**src/hdl/assert_macros.svh**
```systemverilog
// assertion macros shared by the bound search rtl
// needs clk and rst_n in the scope where a macro is used
`ifndef ASSERT_MACROS_SVH
`define ASSERT_MACROS_SVH

// condition holds at every clock edge out of reset
`define SBS_ASSERT(lbl, cond, msg) \
    lbl: assert property (@(posedge clk) disable iff (!rst_n) (cond)) else $error(msg);

// same-cycle implication
`define SBS_ASSERT_IMP(lbl, ante, cons, msg) \
    lbl: assert property (@(posedge clk) disable iff (!rst_n) (ante) |-> (cons)) \
        else $error(msg);

// next-cycle implication
`define SBS_ASSERT_NXT(lbl, ante, cons, msg) \
    lbl: assert property (@(posedge clk) disable iff (!rst_n) (ante) |=> (cons)) \
        else $error(msg);

`endif

```
**src/hdl/sbs_pkg.sv**
```systemverilog
// shared types and constants of the sorted table bound search
// no dependencies
package sbs_pkg;

    localparam int CMD_W = 2;
    localparam int IDX_W = 10;
    localparam int CNT_W = 11;
    localparam int VAL_W = 32;
    // signed search bound, wide enough for count minus one going negative
    localparam int POS_W = 12;

    typedef enum logic [CMD_W-1:0] {
        CMD_WRITE = 2'd0,
        CMD_LOWER = 2'd1,
        CMD_UPPER = 2'd2,
        CMD_FLOOR = 2'd3
    } cmd_t;

    typedef struct packed {
        cmd_t                    cmd;
        logic [IDX_W-1:0]        entry_index;
        logic signed [VAL_W-1:0] data_value;
        logic [IDX_W-1:0]        search_low;
        logic [IDX_W-1:0]        search_high;
    } request_t;

    typedef struct packed {
        logic [CNT_W-1:0]        result_index;
        logic signed [VAL_W-1:0] result_value;
        logic                    found;
    } result_t;

endpackage

```
**src/hdl/sbs_search.sv**
```systemverilog
// search sequencer: takes requests, writes the table, runs the halving probe
// depends on sbs_pkg, assert_macros.svh, drives the ports of sbs_table
`include "assert_macros.svh"
module sbs_search
    import sbs_pkg::*;
#(
    parameter int TABLE_DEPTH = 1024,
    parameter int ADDR_W      = 10
)
(
    input  logic                    clk,
    input  logic                    rst_n,
    input  logic [CNT_W-1:0]        element_count,
    input  logic                    req_valid,
    output logic                    req_ready,
    input  request_t                req,
    output logic                    res_valid,
    input  logic                    res_ready,
    output result_t                 res,
    output logic                    wr_en,
    output logic [ADDR_W-1:0]       wr_addr,
    output logic signed [VAL_W-1:0] wr_data,
    output logic                    rd_en,
    output logic [ADDR_W-1:0]       rd_addr,
    input  logic signed [VAL_W-1:0] rd_data
);

    typedef enum logic [3:0] {
        S_IDLE = 4'b0001,
        S_READ = 4'b0010,
        S_CMP  = 4'b0100,
        S_DONE = 4'b1000
    } state_t;

    state_t                  state_reg, state_next;
    logic signed [POS_W-1:0] lo_reg, lo_next;
    logic signed [POS_W-1:0] hi_reg, hi_next;
    logic signed [POS_W-1:0] mid_reg, mid_next;
    logic signed [POS_W-1:0] n_reg, n_next;
    cmd_t                    cmd_reg, cmd_next;
    logic signed [VAL_W-1:0] key_reg, key_next;
    logic [CNT_W-1:0]        ans_idx_reg, ans_idx_next;
    logic signed [VAL_W-1:0] ans_val_reg, ans_val_next;
    logic                    hit_reg, hit_next;

    logic                    accept;
    logic [CNT_W-1:0]        n_eff;
    logic signed [POS_W-1:0] hi_in;
    logic signed [POS_W-1:0] n_m1;
    logic signed [POS_W-1:0] mid;
    logic                    range_empty;
    logic                    qual;

    assign accept = req_valid && req_ready;
    assign req_ready = (state_reg == S_IDLE);

    // count above the table depth acts as the depth
    assign n_eff = ({21'd0, element_count} > TABLE_DEPTH) ? CNT_W'(TABLE_DEPTH)
                                                          : element_count;
    assign hi_in = $signed({{(POS_W-IDX_W){1'b0}}, req.search_high});
    assign n_m1  = $signed({{(POS_W-CNT_W){1'b0}}, n_eff}) - POS_W'(1);

    assign mid         = lo_reg + ((hi_reg - lo_reg) >>> 1);
    assign range_empty = (lo_reg > hi_reg);

    // table write straight from the accepted request
    assign wr_en   = accept && (req.cmd == CMD_WRITE)
                     && ({22'd0, req.entry_index} < TABLE_DEPTH);
    assign wr_addr = ADDR_W'(req.entry_index);
    assign wr_data = req.data_value;

    assign rd_en   = (state_reg == S_READ) && !range_empty;
    assign rd_addr = ADDR_W'($unsigned(mid));

    always_comb
    begin
        unique case (cmd_reg)
            CMD_LOWER: qual = !(rd_data < key_reg);
            CMD_UPPER: qual = (key_reg < rd_data);
            CMD_FLOOR: qual = !(key_reg < rd_data);
            default:   qual = 1'b0;
        endcase
    end

    always_comb
    begin
        state_next   = state_reg;
        lo_next      = lo_reg;
        hi_next      = hi_reg;
        mid_next     = mid_reg;
        n_next       = n_reg;
        cmd_next     = cmd_reg;
        key_next     = key_reg;
        ans_idx_next = ans_idx_reg;
        ans_val_next = ans_val_reg;
        hit_next     = hit_reg;
        unique case (state_reg)
            S_IDLE:
            begin
                if (accept && req.cmd != CMD_WRITE)
                begin
                    cmd_next     = req.cmd;
                    key_next     = req.data_value;
                    lo_next      = $signed({{(POS_W-IDX_W){1'b0}}, req.search_low});
                    hi_next      = (hi_in > n_m1) ? n_m1 : hi_in;
                    n_next       = $signed({{(POS_W-CNT_W){1'b0}}, n_eff});
                    ans_idx_next = (req.cmd == CMD_FLOOR) ? '0 : n_eff;
                    ans_val_next = '0;
                    hit_next     = 1'b0;
                    state_next   = S_READ;
                end
            end
            S_READ:
            begin
                if (range_empty)
                begin
                    state_next = S_DONE;
                end
                else
                begin
                    mid_next   = mid;
                    state_next = S_CMP;
                end
            end
            S_CMP:
            begin
                if (qual)
                begin
                    hit_next     = 1'b1;
                    ans_idx_next = mid_reg[CNT_W-1:0];
                    if (cmd_reg == CMD_FLOOR)
                    begin
                        ans_val_next = rd_data;
                    end
                end
                // floor walks right on a hit, bounds walk left
                if (qual != (cmd_reg == CMD_FLOOR))
                begin
                    hi_next = mid_reg - POS_W'(1);
                end
                else
                begin
                    lo_next = mid_reg + POS_W'(1);
                end
                state_next = S_READ;
            end
            S_DONE:
            begin
                if (res_ready)
                begin
                    state_next = S_IDLE;
                end
            end
            default: state_next = S_IDLE;
        endcase
    end

    always_ff @(posedge clk or negedge rst_n)
    begin
        if (!rst_n)
        begin
            state_reg <= S_IDLE;
        end
        else
        begin
            state_reg <= state_next;
        end
    end

    always_ff @(posedge clk)
    begin
        lo_reg      <= lo_next;
        hi_reg      <= hi_next;
        mid_reg     <= mid_next;
        n_reg       <= n_next;
        cmd_reg     <= cmd_next;
        key_reg     <= key_next;
        ans_idx_reg <= ans_idx_next;
        ans_val_reg <= ans_val_next;
        hit_reg     <= hit_next;
    end

    assign res_valid          = (state_reg == S_DONE);
    assign res.result_index   = ans_idx_reg;
    assign res.result_value   = ans_val_reg;
    assign res.found          = hit_reg;

    `SBS_ASSERT_IMP(a_hi_below_count, state_reg == S_READ && !range_empty, hi_reg < n_reg, "probe range passes the element count")
    `SBS_ASSERT_IMP(a_mid_in_range, state_reg == S_READ && !range_empty, mid >= lo_reg && mid <= hi_reg, "probe index outside the range")
    `SBS_ASSERT_NXT(a_read_then_cmp, state_reg == S_READ && !range_empty, state_reg == S_CMP, "probe read not followed by compare")

endmodule

```
**config.mk**
```make
export PLATFORM = sky130hd
export DESIGN_NAME = sbs_search
export DESIGN_NICKNAME = d
export VERILOG_FILES = /design/src/hdl/sbs_pkg.sv /design/src/hdl/sbs_search.sv
export VERILOG_INCLUDE_DIRS = /design/src /design/src/hdl
export SDC_FILE = /design/constraint.sdc
export NUM_CORES = 1
export LEC_CHECK = 0
export BUFFER_PORTS_ARGS = -buffer_cell sky130_fd_sc_hd__buf_2
export CAP_MARGIN = 20
export CORE_MARGIN = 2
export CORE_UTILIZATION = 53
export CTS_CLUSTER_SIZE = 28
export DETAILED_ROUTE_END_ITERATION = 10
export PLACE_DENSITY = 0.92
export SYNTH_ARGS = -nofsm -noshare
export SYNTH_HDL_FRONTEND = slang
export SYNTH_SLANG_ARGS = --single-unit
```
**constraint.sdc**
```tcl
create_clock -name clk -period 4.6 [get_ports clk]
set_clock_uncertainty 0.15 [all_clocks]
set_input_delay 0.92 -clock clk [delete_from_list [all_inputs] [get_ports clk]]
set_output_delay 0.92 -clock clk [all_outputs]
set_load 0.05 [all_outputs]
```
==> impl_metrics.json <==
{
  "pin_count": 211,
  "placedInstanceArea_mm2": 0.008393,
  "grt_pass1_vias": 5705,
  "maxCapViolations": 0,
  "start_util": 0.5459,
  "critPathLaunchType": "flop",
  "post-route-period-util": 0.9802,
  "drive_gt1_frac": 0.3003,
  "switching_share": 0.4464,
  "cts_root_buf": "clkbuf_16",
  "fillers": 1060,
  "dp_hpwl_mm": 14.55,
  "slew_viol_final": 0,
  "area_growth_syn_to_layout_pct": 20.00,
  "cts.path.max_buffers": 2,
  "numCtsBuffers": 17,
  "pwr-share-seq": 0.270,
  "setup_ws_ns": 0.09096,
  "grt.overflow.total": 0,
  "synth-seq-cells": 118,
  "yosysSeqAreaShare": 0.4633,
  "grtUsageTotal": 0.2555,
  "wirelength_mm": 19.40,
  "max_freq_mhz": 221.8,
  "clkSlewWorstSetupHoldPaths_ns": 0.06,
  "ant_nets": 0,
  "synth_edf_count": 114,
  "critPathMaxStageDelay_ns": 0.38,
  "required_ns": 3.53,
  "synth-main-ff-cell": "edfxtp_1",
  "post_drt_via_cell_ratio": 5.654,
  "die_y_um": 123.8,
  "cts.htree.levels": 4,
  "synthArstFlopShare": 0.03390,
  "p_sw_w": 0.002780,
  "nets": 1066,
  "die_x_um": 123.8,
  "syn_nets": 918,
  "rrSetupSlack_ns": 0.94,
  "combPwrFrac": 0.508,
  "critPathArrivalTime_ns": 3.44,
  "register_area_mm2": 0.003525,
  "dr.pass1.iters": 7,
  "period_needed_ns": 4.509,
  "netlist_area_mm2": 0.007607,
  "finalSetupViolations": 0,
  "dr_total_vias": 6101,
  "routedWlPerCell_um": 17.98,
  "fin_worst_hold_slack_ns": 0.1508,
  "route.detailed.drc": 0,
  "slew_headroom": 0.4929,
  "p_leak_nw": 4.047,
  "multi_input_area_mm2": 0.003456,
  "dp_slack_ns": 0.05141,
  "ir_drop_mv": 0.4129,
  "finish.instance_area_mm2": 0.009129,
  "worstReg2RegEnd": "mid_reg[11]",
  "antenna_found_initial": 0,
  "p_int_w": 0.003447,
  "rr_startpoint": "lo_reg[1]",
  "slowest_stage": "edfxtp_1",
  "outcome": "finished clean",
  "ys_warn_count": 0,
  "diodes": 0,
  "hold_buffers": 0,
  "synth_cell_types": 66,
  "die-area_mm2": 0.01533,
  "hold_class": "in -> async",
  "crit_path_max_fanout": 5,
  "grt_pass1_wl_mm": 29.30,
  "synthTopCellsByArea": "edfxtp_1 (45%), ha_1 (11%), buf_4 (5.2%)",
  "yosysTopAreaCellShare": 0.4500,
  "hold_viol": 0,
  "cts_sinks": 118,
  "ff2ff_path_depth": 15,
  "rows": 43,
  "powerDensity_mw_per_mm2": 682.1,
  "io_buffers": 190,
  "syn_inst": 739,
  "tightest_slew_ns": 0.7607,
  "power_frac_clock": 0.222,
  "final_util": 0.6551,
  "drtIter0Drc": 431,
  "path_class": "reg -> out",
  "clock_latency_ns": 0.42,
  "core_area_mm2": 0.01393,
  "syn-mean-instance-area_um2": 10.29,
  "yosysTopAreaCell": "edfxtp_1",
  "endpoint_kind": "output port",
  "path_cells": "inv_1 > ha_4 > a2111oi_4 > buf_4 > o31ai_2 > nor2b_1 > nor2_1 > xnor2_1 > ha_1 > and3_1 > o211ai_1 > nand2_2 > nor2_2 > xnor2_1 > buf_4",
  "rsz0062_at_grt": "yes",
  "gp_congestion": 1.006,
  "cts_tree": "yes",
  "grt_start_max_net_pins": 72
}
-- worst max path at each step --
stage,startpoint,to
3_3_place_gp,element_count[10],hi_reg[2]
4_1_cts,hi_reg[0],rd_addr[7]
5_1_grt,lo_reg[1],rd_addr[9]
3_5_place_dp,element_count[10],hi_reg[2]
6_report,lo_reg[1],rd_addr[9]
2_1_floorplan,element_count[10],hi_reg[2]
-- what timing repair did --
item                       4_1_cts  5_1_grt
hold endpoints to repair         0        0
pin swaps                        2       15
resized for setup                9       15
buffers inserted                 1        3
setup endpoints to repair        3        3
-- routing by layer --
layer  up-vias  share of wire  global-route usage
li1       2898              -                   -
met4         0          0.032              0.1065
met2       274           0.48              0.4032
met3        54          0.068             0.05311
met5         -              0                   0
met1      2875           0.42              0.3439
-- through the flow --
step                total power, W  cells  TNS [ns]
floorplan                 0.004229    739         0
global placement          0.004550   1044         0
detailed placement        0.004629   1044         0
CTS                       0.006068   1076         0
global route              0.006532   1079   -0.2157
finish                    0.006227   1079         0
-- area by class of cell --
cell class / count / area share
Multi-Input combinational cell: 481 / 0.3786
Clock buffer: 19 / 0.04742
Timing Repair Buffer: 205 / 0.1173
Tap cell: 180 / 0.02467
Inverter: 64 / 0.02632
Clock inverter: 12 / 0.01960
Sequential cell: 118 / 0.3861
-- power groups by stage --
stage          clock network (W)  registers, W  logic, W
2_1_floorplan                  0       0.00192   0.00231
3_3_place_gp                   0       0.00169   0.00286
3_5_place_dp                   0       0.00170   0.00293
4_1_cts                  0.00139       0.00168   0.00300
5_1_grt                  0.00144       0.00170   0.00339
6_report                 0.00138       0.00168   0.00316
-- critical path: cells and delay by family (launching register included) --
kind            cells  cell delay (ns)
xor+xnor            2             0.28
compound gates      3             0.50
fa+ha+maj           2             0.61
buf+inv             3             0.59
flops               1             0.38
simple gates        5             0.68
-- layout by cell type, fill, tap and decap left out, types with 5 or more instances in the layout --
cell and instances:
edfxtp_1 114, and3_1 8, xor2_1 19, nand2_1 47, a21o_1 8, a21oi_1 32, a22o_1 8, a21oi_2 5
clkbuf_16 17, inv_1 62, and2_1 5, o21ai_0 24, nor4_1 6, nor2b_1 10, nor3_1 19, ha_1 64
nor2_1 77, a211oi_1 7, nand4_1 8, nand2b_1 6, nand3_1 19, buf_2 187, clkinvlp_4 5, xnor2_1 24
buf_4 18
-- logic make-up after synthesis --
group | Yosys count | synth area share
AOI/OAI and AO/OA | 136 | 0.1247
xor gates and xnor gates | 43 | 0.04951
adders and majority gates | 68 | 0.1138
buffers and inverters | 140 | 0.09572
DFF | 118 | 0.4633
muxes | 1 | 0.001316
and+or+nand+nor | 233 | 0.1516
-- cells in the mapped netlist, drive strengths merged (4+ instances only) --
master  count
nand4       8
and2        6
a31oi       6
ha         66
xor2       19
inv        64
buf        58
edfxtp    114
xnor2      24
a211oi      8
a21oi      37
or2         5
nor4b       5
nor3       20
o31ai       6
nand2      48
a21o        8
nand2b      7
nor2       79
o211ai      4
nor2b      10
clkbuf     18
and3        8
a22o        8
nand3      19
o21ai      31
nor4        9
Note: power is estimated with default switching activity, not from simulation.
